`src/sv/cbq_pkg.sv`:
```
// Shared types and constants for the circular byte queue.
package cbq_pkg;

  localparam int CBQ_DEPTH = 64;

  localparam int FUNC_W = 3;
  localparam int DATA_W = 8;
  localparam int OFFS_W = 7;

  // Total input item width and its byte-rounded tdata width.
  localparam int IN_RAW_W = FUNC_W + DATA_W + OFFS_W;
  localparam int IN_W     = ((IN_RAW_W + 7) / 8) * 8;

  typedef enum logic [FUNC_W-1:0] {
    FUNC_PUSH    = 3'd0,
    FUNC_POP     = 3'd1,
    FUNC_POP_RET = 3'd2,
    FUNC_PEEK    = 3'd3,
    FUNC_DROP    = 3'd4
  } func_e;

endpackage

```
`src/sv/circular_byte_queue.sv`:
```
// Top level of the circular byte queue: pointer control, result stages and storage.
//
// A ring buffer of DEPTH bytes driven by one operation per input item.
// Input channel (s_axis): each item carries func, data_in and offset.
//   func: push, pop (discard), pop and return, peek at an offset from the
//   front, or drop a number of front bytes. Unknown codes are refused.
// Output channel (m_axis): exactly one result item per input item, in
//   order, with data_out, ok, count, empty_res and full_res.
// Result path: the accept cycle issues the RAM access and loads the
//   middle stage; the read byte is then registered in the output register.
// Throughput: one item per cycle while the receiver takes results. Pointers
//   and fill count update in the accept cycle, so the next item sees them at
//   once; a read by a later item always sees an earlier write to the same slot.
// Stall: a result waiting in the output register lets one more item get
//   accepted into the middle stage; after that s_axis_tready drops until
//   the receiver takes the waiting result.
// Reset: pointers, fill count and the written-slot mark clear immediately.
//   The byte store itself is not cleared: slots at or above the written
//   mark (tail has never reached them) read back as zero, matching a store
//   cleared to zero. No clearing pass is needed, so items are taken from
//   the first cycle after reset.
module circular_byte_queue
  import cbq_pkg::*;
#(
  parameter int DEPTH = CBQ_DEPTH,
  localparam int CntW = $clog2(DEPTH + 1),
  localparam int OutRawW = DATA_W + 1 + CntW + 1 + 1,
  localparam int OutW = ((OutRawW + 7) / 8) * 8
) (
  input  logic            clk_i,
  input  logic            rst_ni,
  // s_axis_tdata fields from bit 0: func[2:0], data_in[7:0], offset[6:0], zero pad
  input  logic            s_axis_tvalid,
  output logic            s_axis_tready,
  input  logic [IN_W-1:0] s_axis_tdata,
  // m_axis_tdata fields from bit 0: data_out[7:0], ok, count[CntW-1:0],
  // empty_res, full_res, zero pad
  output logic            m_axis_tvalid,
  input  logic            m_axis_tready,
  output logic [OutW-1:0] m_axis_tdata
);

  localparam int AddrW = (DEPTH > 1) ? $clog2(DEPTH) : 1;
  localparam int CmpW  = (CntW > OFFS_W) ? CntW : OFFS_W;
  localparam int OffsN = 2 ** OFFS_W;

  // Unpack the input item.
  logic [FUNC_W-1:0] func;
  logic [DATA_W-1:0] data_in;
  logic [OFFS_W-1:0] offset;

  assign func    = s_axis_tdata[FUNC_W-1:0];
  assign data_in = s_axis_tdata[FUNC_W+DATA_W-1:FUNC_W];
  assign offset  = s_axis_tdata[IN_RAW_W-1:FUNC_W+DATA_W];

  // Queue state.
  logic [AddrW-1:0] head_q, head_d;
  logic [AddrW-1:0] tail_q, tail_d;
  logic [CntW-1:0]  fill_q, fill_d;
  // Number of slots written since reset; saturates at DEPTH after the first wrap.
  logic [CntW-1:0]  mark_q, mark_d;

  // Middle stage: RAM access in flight.
  logic             s1_valid_q, s1_valid_d;
  logic             s1_ok_q;
  logic             s1_live_q;
  logic [CntW-1:0]  s1_count_q;

  // Output register.
  logic             m_valid_q, m_valid_d;
  logic [DATA_W-1:0] m_data_q;
  logic             m_ok_q;
  logic [CntW-1:0]  m_count_q;

  // RAM ports.
  logic              wr_en;
  logic              rd_en;
  logic [AddrW-1:0]  rd_addr;
  logic [DATA_W-1:0] rd_data;

  logic accept;
  logic s1_move;
  logic op_ok;
  logic rd_live;

  // offset mod DEPTH, worked out at elaboration for every offset code.
  logic [AddrW-1:0] off_mod_tbl [OffsN];

  for (genvar gi = 0; gi < OffsN; gi++) begin : g_off_mod
    assign off_mod_tbl[gi] = AddrW'(gi % DEPTH);
  end

  // Add two in-range indices and wrap once at DEPTH.
  function automatic logic [AddrW-1:0] wrap_add(logic [AddrW-1:0] a, logic [AddrW-1:0] b);
    logic [AddrW:0] sum;
    sum = {1'b0, a} + {1'b0, b};
    if (sum >= (AddrW+1)'(DEPTH)) begin
      sum = sum - (AddrW+1)'(DEPTH);
    end
    return sum[AddrW-1:0];
  endfunction

  logic [AddrW-1:0] head_inc;
  logic [AddrW-1:0] tail_inc;
  logic [AddrW-1:0] head_off;
  logic [CmpW-1:0]  fill_ext;
  logic [CmpW-1:0]  offs_ext;
  logic             is_full;
  logic             is_empty;

  assign head_inc = wrap_add(head_q, AddrW'(1));
  assign tail_inc = wrap_add(tail_q, AddrW'(1));
  assign head_off = wrap_add(head_q, off_mod_tbl[offset]);
  assign fill_ext = CmpW'(fill_q);
  assign offs_ext = CmpW'(offset);
  assign is_full  = (fill_q == CntW'(DEPTH));
  assign is_empty = (fill_q == '0);

  // Handshakes: the middle stage drains whenever the output register is free
  // or being emptied this cycle.
  assign s1_move       = s1_valid_q && (!m_valid_q || m_axis_tready);
  assign s_axis_tready = !s1_valid_q || s1_move;
  assign accept        = s_axis_tvalid && s_axis_tready;

  always_comb begin
    head_d  = head_q;
    tail_d  = tail_q;
    fill_d  = fill_q;
    mark_d  = mark_q;
    wr_en   = 1'b0;
    rd_en   = 1'b0;
    rd_addr = head_q;
    rd_live = 1'b0;
    op_ok   = 1'b0;
    if (accept) begin
      case (func)
        FUNC_PUSH: begin
          if (!is_full) begin
            wr_en  = 1'b1;
            tail_d = tail_inc;
            fill_d = fill_q + CntW'(1);
            op_ok  = 1'b1;
            // Advance the written mark while tail is still on fresh slots.
            if ((CntW'(tail_q) == mark_q) && (mark_q != CntW'(DEPTH))) begin
              mark_d = mark_q + CntW'(1);
            end
          end
        end
        FUNC_POP: begin
          if (!is_empty) begin
            head_d = head_inc;
            fill_d = fill_q - CntW'(1);
            op_ok  = 1'b1;
          end
        end
        FUNC_POP_RET: begin
          if (!is_empty) begin
            rd_en   = 1'b1;
            rd_addr = head_q;
            rd_live = (CntW'(head_q) < mark_q);
            head_d  = head_inc;
            fill_d  = fill_q - CntW'(1);
            op_ok   = 1'b1;
          end
        end
        FUNC_PEEK: begin
          rd_en   = 1'b1;
          rd_addr = head_off;
          rd_live = (CntW'(head_off) < mark_q);
          op_ok   = 1'b1;
        end
        FUNC_DROP: begin
          if (offs_ext <= fill_ext) begin
            head_d = head_off;
            fill_d = CntW'(fill_ext - offs_ext);
            op_ok  = 1'b1;
          end
        end
        default: begin
          // Refuse unknown codes; hold all state.
        end
      endcase
    end
  end

  always_comb begin
    s1_valid_d = s1_valid_q;
    if (accept) begin
      s1_valid_d = 1'b1;
    end else if (s1_move) begin
      s1_valid_d = 1'b0;
    end
    m_valid_d = m_valid_q;
    if (s1_move) begin
      m_valid_d = 1'b1;
    end else if (m_axis_tready) begin
      m_valid_d = 1'b0;
    end
  end

  always_ff @(posedge clk_i or negedge rst_ni) begin
    if (!rst_ni) begin
      head_q     <= '0;
      tail_q     <= '0;
      fill_q     <= '0;
      mark_q     <= '0;
      s1_valid_q <= 1'b0;
      m_valid_q  <= 1'b0;
    end else begin
      head_q     <= head_d;
      tail_q     <= tail_d;
      fill_q     <= fill_d;
      mark_q     <= mark_d;
      s1_valid_q <= s1_valid_d;
      m_valid_q  <= m_valid_d;
    end
  end

  // Payload registers carry no reset.
  always_ff @(posedge clk_i) begin
    if (accept) begin
      s1_ok_q    <= op_ok;
      s1_live_q  <= rd_live;
      s1_count_q <= fill_d;
    end
    if (s1_move) begin
      m_data_q  <= s1_live_q ? rd_data : '0;
      m_ok_q    <= s1_ok_q;
      m_count_q <= s1_count_q;
    end
  end

  cbq_ram #(
    .WIDTH (DATA_W),
    .DEPTH (DEPTH)
  ) u_store (
    .clk_i     (clk_i),
    .wr_en_i   (wr_en),
    .wr_addr_i (tail_q),
    .wr_data_i (data_in),
    .rd_en_i   (rd_en),
    .rd_addr_i (rd_addr),
    .rd_data_o (rd_data)
  );

  assign m_axis_tvalid = m_valid_q;

  // Pack the result item; flags come straight from the registered count.
  always_comb begin
    m_axis_tdata = '0;
    m_axis_tdata[OutRawW-1:0] = {
      (m_count_q == CntW'(DEPTH)),
      (m_count_q == '0),
      m_count_q,
      m_ok_q,
      m_data_q
    };
  end

endmodule

```
`src/sv/cbq_ram.sv`:
```
// Simple dual-port RAM with one write port and one registered read port.
module cbq_ram #(
  parameter int WIDTH = 8,
  parameter int DEPTH = 64
) (
  input  logic                     clk_i,
  input  logic                     wr_en_i,
  input  logic [$clog2(DEPTH)-1:0] wr_addr_i,
  input  logic [WIDTH-1:0]         wr_data_i,
  input  logic                     rd_en_i,
  input  logic [$clog2(DEPTH)-1:0] rd_addr_i,
  output logic [WIDTH-1:0]         rd_data_o
);

  logic [WIDTH-1:0] mem [DEPTH];
  logic [WIDTH-1:0] rd_data_q;

  always_ff @(posedge clk_i) begin
    if (wr_en_i) begin
      mem[wr_addr_i] <= wr_data_i;
    end
    if (rd_en_i) begin
      rd_data_q <= mem[rd_addr_i];
    end
  end

  assign rd_data_o = rd_data_q;

endmodule

```
`config.mk`:
```
export PLATFORM = sky130hd
export DESIGN_NAME = circular_byte_queue
export DESIGN_NICKNAME = d
export VERILOG_FILES = /design/src/sv/cbq_pkg.sv /design/src/sv/circular_byte_queue.sv /design/src/sv/cbq_ram.sv
export SDC_FILE = /design/constraint.sdc
export NUM_CORES = 1
export LEC_CHECK = 0
export ABC_AREA = 1
export BUFFER_PORTS_ARGS = -buffer_cell sky130_fd_sc_hd__buf_4
export CAP_MARGIN = 20
export CORE_MARGIN = 3
export CORE_UTILIZATION = 63
export DETAILED_ROUTE_END_ITERATION = 10
export GPL_ROUTABILITY_DRIVEN = 0
export PLACE_DENSITY = 0.83
export SLEW_MARGIN = 5
export SYNTH_ARGS = -nofsm -noshare
export SYNTH_HDL_FRONTEND = slang
export SYNTH_SLANG_ARGS = --single-unit
```
`constraint.sdc`:
```
create_clock -name clk_i -period 3.5 [get_ports clk_i]
set_clock_uncertainty 0.05 [all_clocks]
set_input_delay 0.35 -clock clk_i [delete_from_list [all_inputs] [get_ports clk_i]]
set_output_delay 0.35 -clock clk_i [all_outputs]
set_load 0.005 [all_outputs]
```
==> flow_summary_export.csv, run 1 <==
group,metric,value,unit
critical_path,crit_path_end_kind,"register",
place,place_ws,265.7,ps
cells_and_area,area_growth,11.91,%
worst_hold_path,hold_class,"input pin to register",
floorplan,start_util,64.44,%
status,status,"finished, final reports clean",
critical_path,cpMaxStageDelayCell,"dfrtp_1",
synth,ys_seq_area_share,64.28,%
floorplan,die_h,211.3,um
job,cap_violations,0,
floorplan,die_area,0.04464,mm^2
timing,worst_slack,159.8,ps
cts,cts.htree.levels,2,
global_route,track_usage,28.72,%
drt,routed_wirelength,64200,um
timing,worstMarginPinSlew,823.0,ps
timing,maxSlewHeadroom,44.93,%
cells_and_area,fin_nets,2800,
timing,period_share,95.43,%
global_route,grt_pass1_vias,18880,
floorplan,ios,54,
drt,vias_per_cell,5.776,
synth,synth_cells,2637,
drt,dr.first_iter.drc_count,2481,
critical_path,cp_data_required_time,3770,ps
critical_path,worstPathCellList,"inv_1 -> ha_1 -> nand3_1 -> nor2_1 -> nand2_1 -> nor2_1 -> nor2_1 -> nand2_1 -> nor2_1 -> nand3_1 -> buf_4 -> nor2_1 -> buf_4",
floorplan,coreArea,0.04120,mm^2
cts,cts_tree,"built",
place,dpl.hpwl,39260,um
global_route,grt_pass1_wl,99130,um
critical_path,worstSetupStartpointType,"register",
timing,timing.setup.tns,0,ps
timing,fmax,299.4,MHz
critical_path,path_buf_inv,3,
critical_path,slowest_delay,410,ps
global_route,antenna_found_initial,0,
synth,syn_area,0.02655,mm^2
cells_and_area,antenna-diode-count,0,
critical_path,path_max_fanout,8,
timing,setup_viol,0,
cts,clk_latency,610,ps
pwr,p_leak,12.92,nW
drt,postRouteAntennaNets,0,
cts,cts_num_sinks,573,
cells_and_area,nFillCells,2623,
cts,cts_buffers,56,
global_route,grt_max_degree,68,
floorplan,fp-row-count,74,
place,port_buffers,41,
critical_path,critPathKind,"register to register",
cells_and_area,instances_no_fill,3319,
critical_path,rrSetupSlack,160,ps
synth,yosys_warnings,0,
synth,synth.distinct_cells,45,
critical_path,arrival,3610,ps
pwr,peakVddDrop,0.4827,mV
pwr,power-per-cell-area,697.6,mW/mm^2
place,place_inst,3214,
synth,synth-seq-cells,573,
synth,synth_top_area_cell,"edfxtp_1",
cts,cts_setup_buffers,0,
drt,wl_per_cell,19.34,um
drt,drc,0,
cells_and_area,layout-drive-gt1-share,9.437,%
synth,synth_top_area_share,61.64,%
cts,clk_path_buf_depth,3,
cts,cts_root_buf,"clkbuf_16",
cts,clkSlewWorstSetupHoldPaths,60,ps
cells_and_area,final_util,72.11,%
synth,syn_avg_cell_area,10.07,um^2
timing,fin_crit,3340,ps
timing,final_hold_viol_count,0,
timing,rsz0062_at_grt,"no",
drt,dr.pass1.iters,6,
timing,slew_violations,0,
global_route,overflow,0,
synth,synthTopCellsByArea,"edfxtp_1, nand3_1, nand2_1",
critical_path,crit_family,"simple AND/OR/NAND/NOR gates",
drt,via_count,19170,
critical_path,cpMostUsedCell,"nor2_1",
floorplan,die_x,211.3,um
[path summary, 6_finish.rpt]
path | startpoint | endpoint | cells after the start
max in group asynchronous | rst_ni | tail_q[0] | 2
min in group asynchronous | rst_ni | head_q[1] | 2
setup reg to reg | fill_ext[0] | u_store.mem[54][6] | 13
hold reg to reg | s1_count_q[4] | m_count_q[4] | 0
setup / recovery | fill_ext[0] | u_store.mem[54][6] | 13
hold / removal | s_axis_tdata[2] | mark_q[5] | 4
[cell families (layout without fill, tap and decap cells)]
family	after synthesis	count (layout)	share of synthesized area [%]
AOI/OAI and AO/OA	70	70	1.518
xor gates and xnor gates	29	29	0.9566
adders and majority gates	30	30	1.470
buffers and inverters	661	806	10.66
DFF	573	573	64.28
other	1	6	0.01412
and+or+nand+nor	1273	1273	21.10
[registers in the layout (all words and copies together) (netlist names)]
signal	count
fill_ext	7
head_q	6
m_axis_tvalid	1
m_count_q	7
m_data_q	8
m_ok_q	1
mark_q	7
s1_count_q	7
s1_live_q	1
s1_ok_q	1
s1_valid_q	1
tail_q	6
u_store.mem	512
u_store.rd_data_o	8
[cell usage after synthesis (all sizes together)]
| library cell | count |
|---|---|
| a32oi | 1 |
| a22oi | 1 |
| a221oi | 1 |
| o21ai | 29 |
| buf | 101 |
| edfxtp | 545 |
| nor4 | 3 |
| xnor2 | 4 |
| o2111ai | 2 |
| o31ai | 1 |
| nor2 | 104 |
| or2 | 1 |
| nor3 | 12 |
| o211ai | 5 |
| ha | 28 |
| nand3b | 9 |
| o22ai | 3 |
| a21oi | 24 |
| dfrtp | 28 |
| fa | 2 |
| or4 | 1 |
| inv | 544 |
| nand3 | 528 |
| o21bai | 1 |
| nor3b | 1 |
| xor2 | 25 |
| clkbuf | 15 |
| conb | 1 |
| a21boi | 1 |
| o311ai | 1 |
| clkinv | 1 |
| nand4 | 6 |
| nand2 | 608 |
[per-layer routing]
layer / GRT usage, % / vias up / wire [um]
li1: - / 8773 / -
met2: 48.97 / 1160 / 31580
met3: 5.187 / 255 / 6011
met4: 13.49 / 0 / 2996
met5: 0 / - / 0
met1: 36.12 / 8983 / 23600
[cell usage in the layout, fill, tap and decap left out, types with 3 or more instances in the layout]
cell type and n:
a21oi_1 24, nand3b_1 9, inv_2 6, xor2_1 25
o22ai_1 3, clkinv_1 14, o21ai_0 25, nor2_1 100
nor4_1 3, nand3_1 526, bufinv_16 6, clkinv_2 11
dfrtp_1 28, edfxtp_1 545, o21ai_4 3, nand2_1 602
clkbuf_1 7, buf_4 142, nor3_1 12, clkinvlp_4 5
xnor2_1 4, conb_1 6, clkbuf_16 58, inv_1 538
ha_1 28, o211ai_1 5, nand4_1 5, buf_12 13
nor2_2 3
[area by class of cell]
cell class | count | area (um^2) | share of cell area, %
multi-input cells | 1408 | 6728 | 22.64
clock inverters | 38 | 355.3 | 1.196
clock buffers | 65 | 1478 | 4.973
inverters | 545 | 2046 | 6.885
well taps | 532 | 665.6 | 2.240
flip-flops and latches | 573 | 17070 | 57.44
repair buffers | 158 | 1374 | 4.624
[tightest hold or removal path: stages]
cell,delay [ps]
buf_4,120
nor2_2,80
nand3_1,100
o21ai_0,70
[repair_timing]
| action | in CTS | in global routing |
|---|---|---|
| setup endpoints to repair | 0 | 5 |
| endpoints found under the hold margin | 29 | 0 |
| gates resized for setup | 0 | 1 |
| hold buffers | 2 | 0 |
[power breakdown]
part / switching, W / total, W / internal, W / leakage, nW
combinational: 0.00461 / 0.00675 / 0.00214 / 6.79
sequential: 0.000232 / 0.00798 / 0.00775 / 5.25
clock: 0.00253 / 0.00599 / 0.00346 / 0.887
total: 0.00738 / 0.0207 / 0.0134 / 12.9
[stage by stage]
stage	cell area (um^2)	total power (W)	hold WS (ps)
after global placement	27830	0.01427	248.0
after floorplan	26570	0.01260	4.409
final	29710	0.02073	122.8
after CTS	29710	0.02059	102.4
after global routing	29710	0.02159	159.9
after detailed placement	27860	0.01456	249.2
No activity file was read; power rests on OpenSTA's default activity.
==> run 2: changes to the inputs <==
--- a/config.mk
+++ b/config.mk
@@ -12,6 +12,7 @@
 export CORE_UTILIZATION = 63
 export DETAILED_ROUTE_END_ITERATION = 10
 export GPL_ROUTABILITY_DRIVEN = 0
+export MAX_ROUTING_LAYER = met4
 export PLACE_DENSITY = 0.83
 export SLEW_MARGIN = 5
 export SYNTH_ARGS = -nofsm -noshare
==> run 2 against run 1 <==
  * Global-route usage increased by 0.90 points
  * Critical path depth fell by 1
  * Via count is the same
  * Maximum frequency increased by 1.4%
  * Count of clock-buffer cells in the layout stayed put
  * Total power about the same
==> flow_summary_export.csv, run 2 (synthesis gave the netlist of run 1 again) <==
group,metric,value,unit
status,status,"finished, final reports clean",
cts,cts.htree.levels,2,
timing,setup_viol,0,
floorplan,fp-row-count,74,
timing,slew_violations,0,
cells_and_area,largest-register,"u_store.mem",
cells_and_area,final_common_cell,"nand2_1",
cells_and_area,layout-drive-gt1-share,9.437,%
floorplan,die_h,211.3,um
global_route,grt_pass1_vias,18860,
cts,clkSlewWorstSetupHoldPaths,60,ps
timing,timing.setup.tns,0,ps
floorplan,coreArea,0.04120,mm^2
critical_path,cpMaxStageDelayCell,"nand2_1",
critical_path,startpoint,"fill_ext[0]",
drt,via_count,19170,
cells_and_area,largest_reg_flops,512,
worst_hold_path,hold_class,"input pin to register",
drt,dr.pass1.iters,7,
critical_path,worstSetupStartpointType,"register",
cts,cts_setup_buffers,0,
critical_path,r2r-start,"fill_ext[0]",
cells_and_area,register_area,0.01707,mm^2
critical_path,crit_family,"simple AND/OR/NAND/NOR gates",
pwr,peakVddDrop,0.4827,mV
cts,cts_num_sinks,573,
place,place_ws,265.7,ps
floorplan,die_area,0.04464,mm^2
drt,wl_per_cell,19.34,um
floorplan,ios,54,
worst_hold_path,hold_start,"s_axis_tdata[2]",
timing,final_hold_viol_count,0,
cells_and_area,antenna-diode-count,0,
global_route,track_usage,29.62,%
cells_and_area,nFillCells,2623,
cells_and_area,fin_nets,2800,
cts,cts_tree,"built",
critical_path,slowest_delay,430,ps
critical_path,cpMostUsedCell,"nor2_1",
job,cap_violations,0,
pwr,p_leak,12.92,nW
cts,cts_root_buf,"clkbuf_16",
critical_path,crit_path_end_kind,"register",
drt,drc,0,
cts,clk_latency,600,ps
global_route,grt_max_degree,68,
cells_and_area,mostFrequentLayoutCells,"nand2_1, edfxtp_1, inv_1, nand3_1, buf_4",
floorplan,start_util,64.44,%
critical_path,worstPathCellList,"inv_1 -> ha_1 -> nand3_1 -> nor2_1 -> nand2_1 -> nor2_1 -> nor2_1 -> nand2_1 -> nor2_1 -> nand2_1 -> nor2_2 -> buf_4",
timing,fmax,303.6,MHz
cells_and_area,area_growth,11.91,%
drt,dr.first_iter.drc_count,2266,
critical_path,cp_data_required_time,3780,ps
timing,worstMarginPinSlew,815.1,ps
global_route,overflow,0,
place,dpl.hpwl,39260,um
critical_path,critPathKind,"register to register",
floorplan,die_x,211.3,um
critical_path,path_buf_inv,2,
critical_path,path_max_fanout,7,
cts,cts_buffers,56,
pwr,power-per-cell-area,697.7,mW/mm^2
timing,period_share,94.12,%
cells_and_area,multi_input_area,0.006728,mm^2
cts,clk_path_buf_depth,3,
timing,worst_slack,205.8,ps
drt,vias_per_cell,5.776,
global_route,grt_pass1_wl,99220,um
critical_path,arrival,3570,ps
drt,postRouteAntennaNets,0,
timing,rsz0062_at_grt,"no",
place,port_buffers,41,
drt,routed_wirelength,64190,um
timing,fin_crit,3294,ps
global_route,antenna_found_initial,0,
timing,maxSlewHeadroom,45.46,%
## run 2: per-layer routing
layer | share of wire [%] | GRT usage, % | vias up
li1 | - | - | 8783
met2 | 49 | 48.97 | 1209
met1 | 36 | 36.13 | 8919
met5 | 0 | - | -
met3 | 9.8 | 5.127 | 260
met4 | 4.6 | 13.56 | 0
## run 2: worst paths after layout
| kind | end | slack [ps] | cells after the start |
|---|---|---|---|
| max reg2reg | u_store.mem[32][7] | 210 | 12 |
| max in group asynchronous | mark_q[1] | 2910 | 2 |
| max | u_store.mem[32][7] | 210 | 12 |
| min in group asynchronous | head_q[0] | 170 | 2 |
| min reg2reg | m_count_q[4] | 370 | 0 |
| min | mark_q[5] | 130 | 4 |
## run 2: power by group
part           total [W]  internal (W)  switching (W)
sequential       0.00798       0.00775       0.000232
clock            0.00600       0.00346        0.00255
combinational    0.00674       0.00214        0.00460
total             0.0207        0.0134        0.00738
## run 2: stage by stage
stage	util, %	power [W]	hold WS, ps	instances	instance area, um^2
floorplan	-	0.01260	4.409	2642	26570
global placement	67.54	0.01427	248.0	3213	27830
detailed placement	67.61	0.01456	249.2	3214	27860
CTS	72.11	0.02059	102.4	3319	29710
global route	72.11	0.02159	159.8	3319	29710
finish	72.11	0.02073	125.9	3319	29710
## run 2: layout make-up
type | instances | area share (%)
flip-flops and latches | 573 | 57.44
multi-input cells | 1408 | 22.64
inverters | 545 | 6.885
clock buffers | 65 | 4.973
repair buffers | 158 | 4.624
well taps | 532 | 2.240
clock inverters | 38 | 1.196
## run 2: tightest hold or removal path, stage by stage
cell	delay, ps
buf_4	120
nor2_2	80
nand3_1	100
o21ai_0	70
## run 2: timing repair
item,in CTS,in global routing
setup endpoints to repair,0,3
hold buffers,2,0
resized for setup,0,1
hold endpoints to repair,29,0
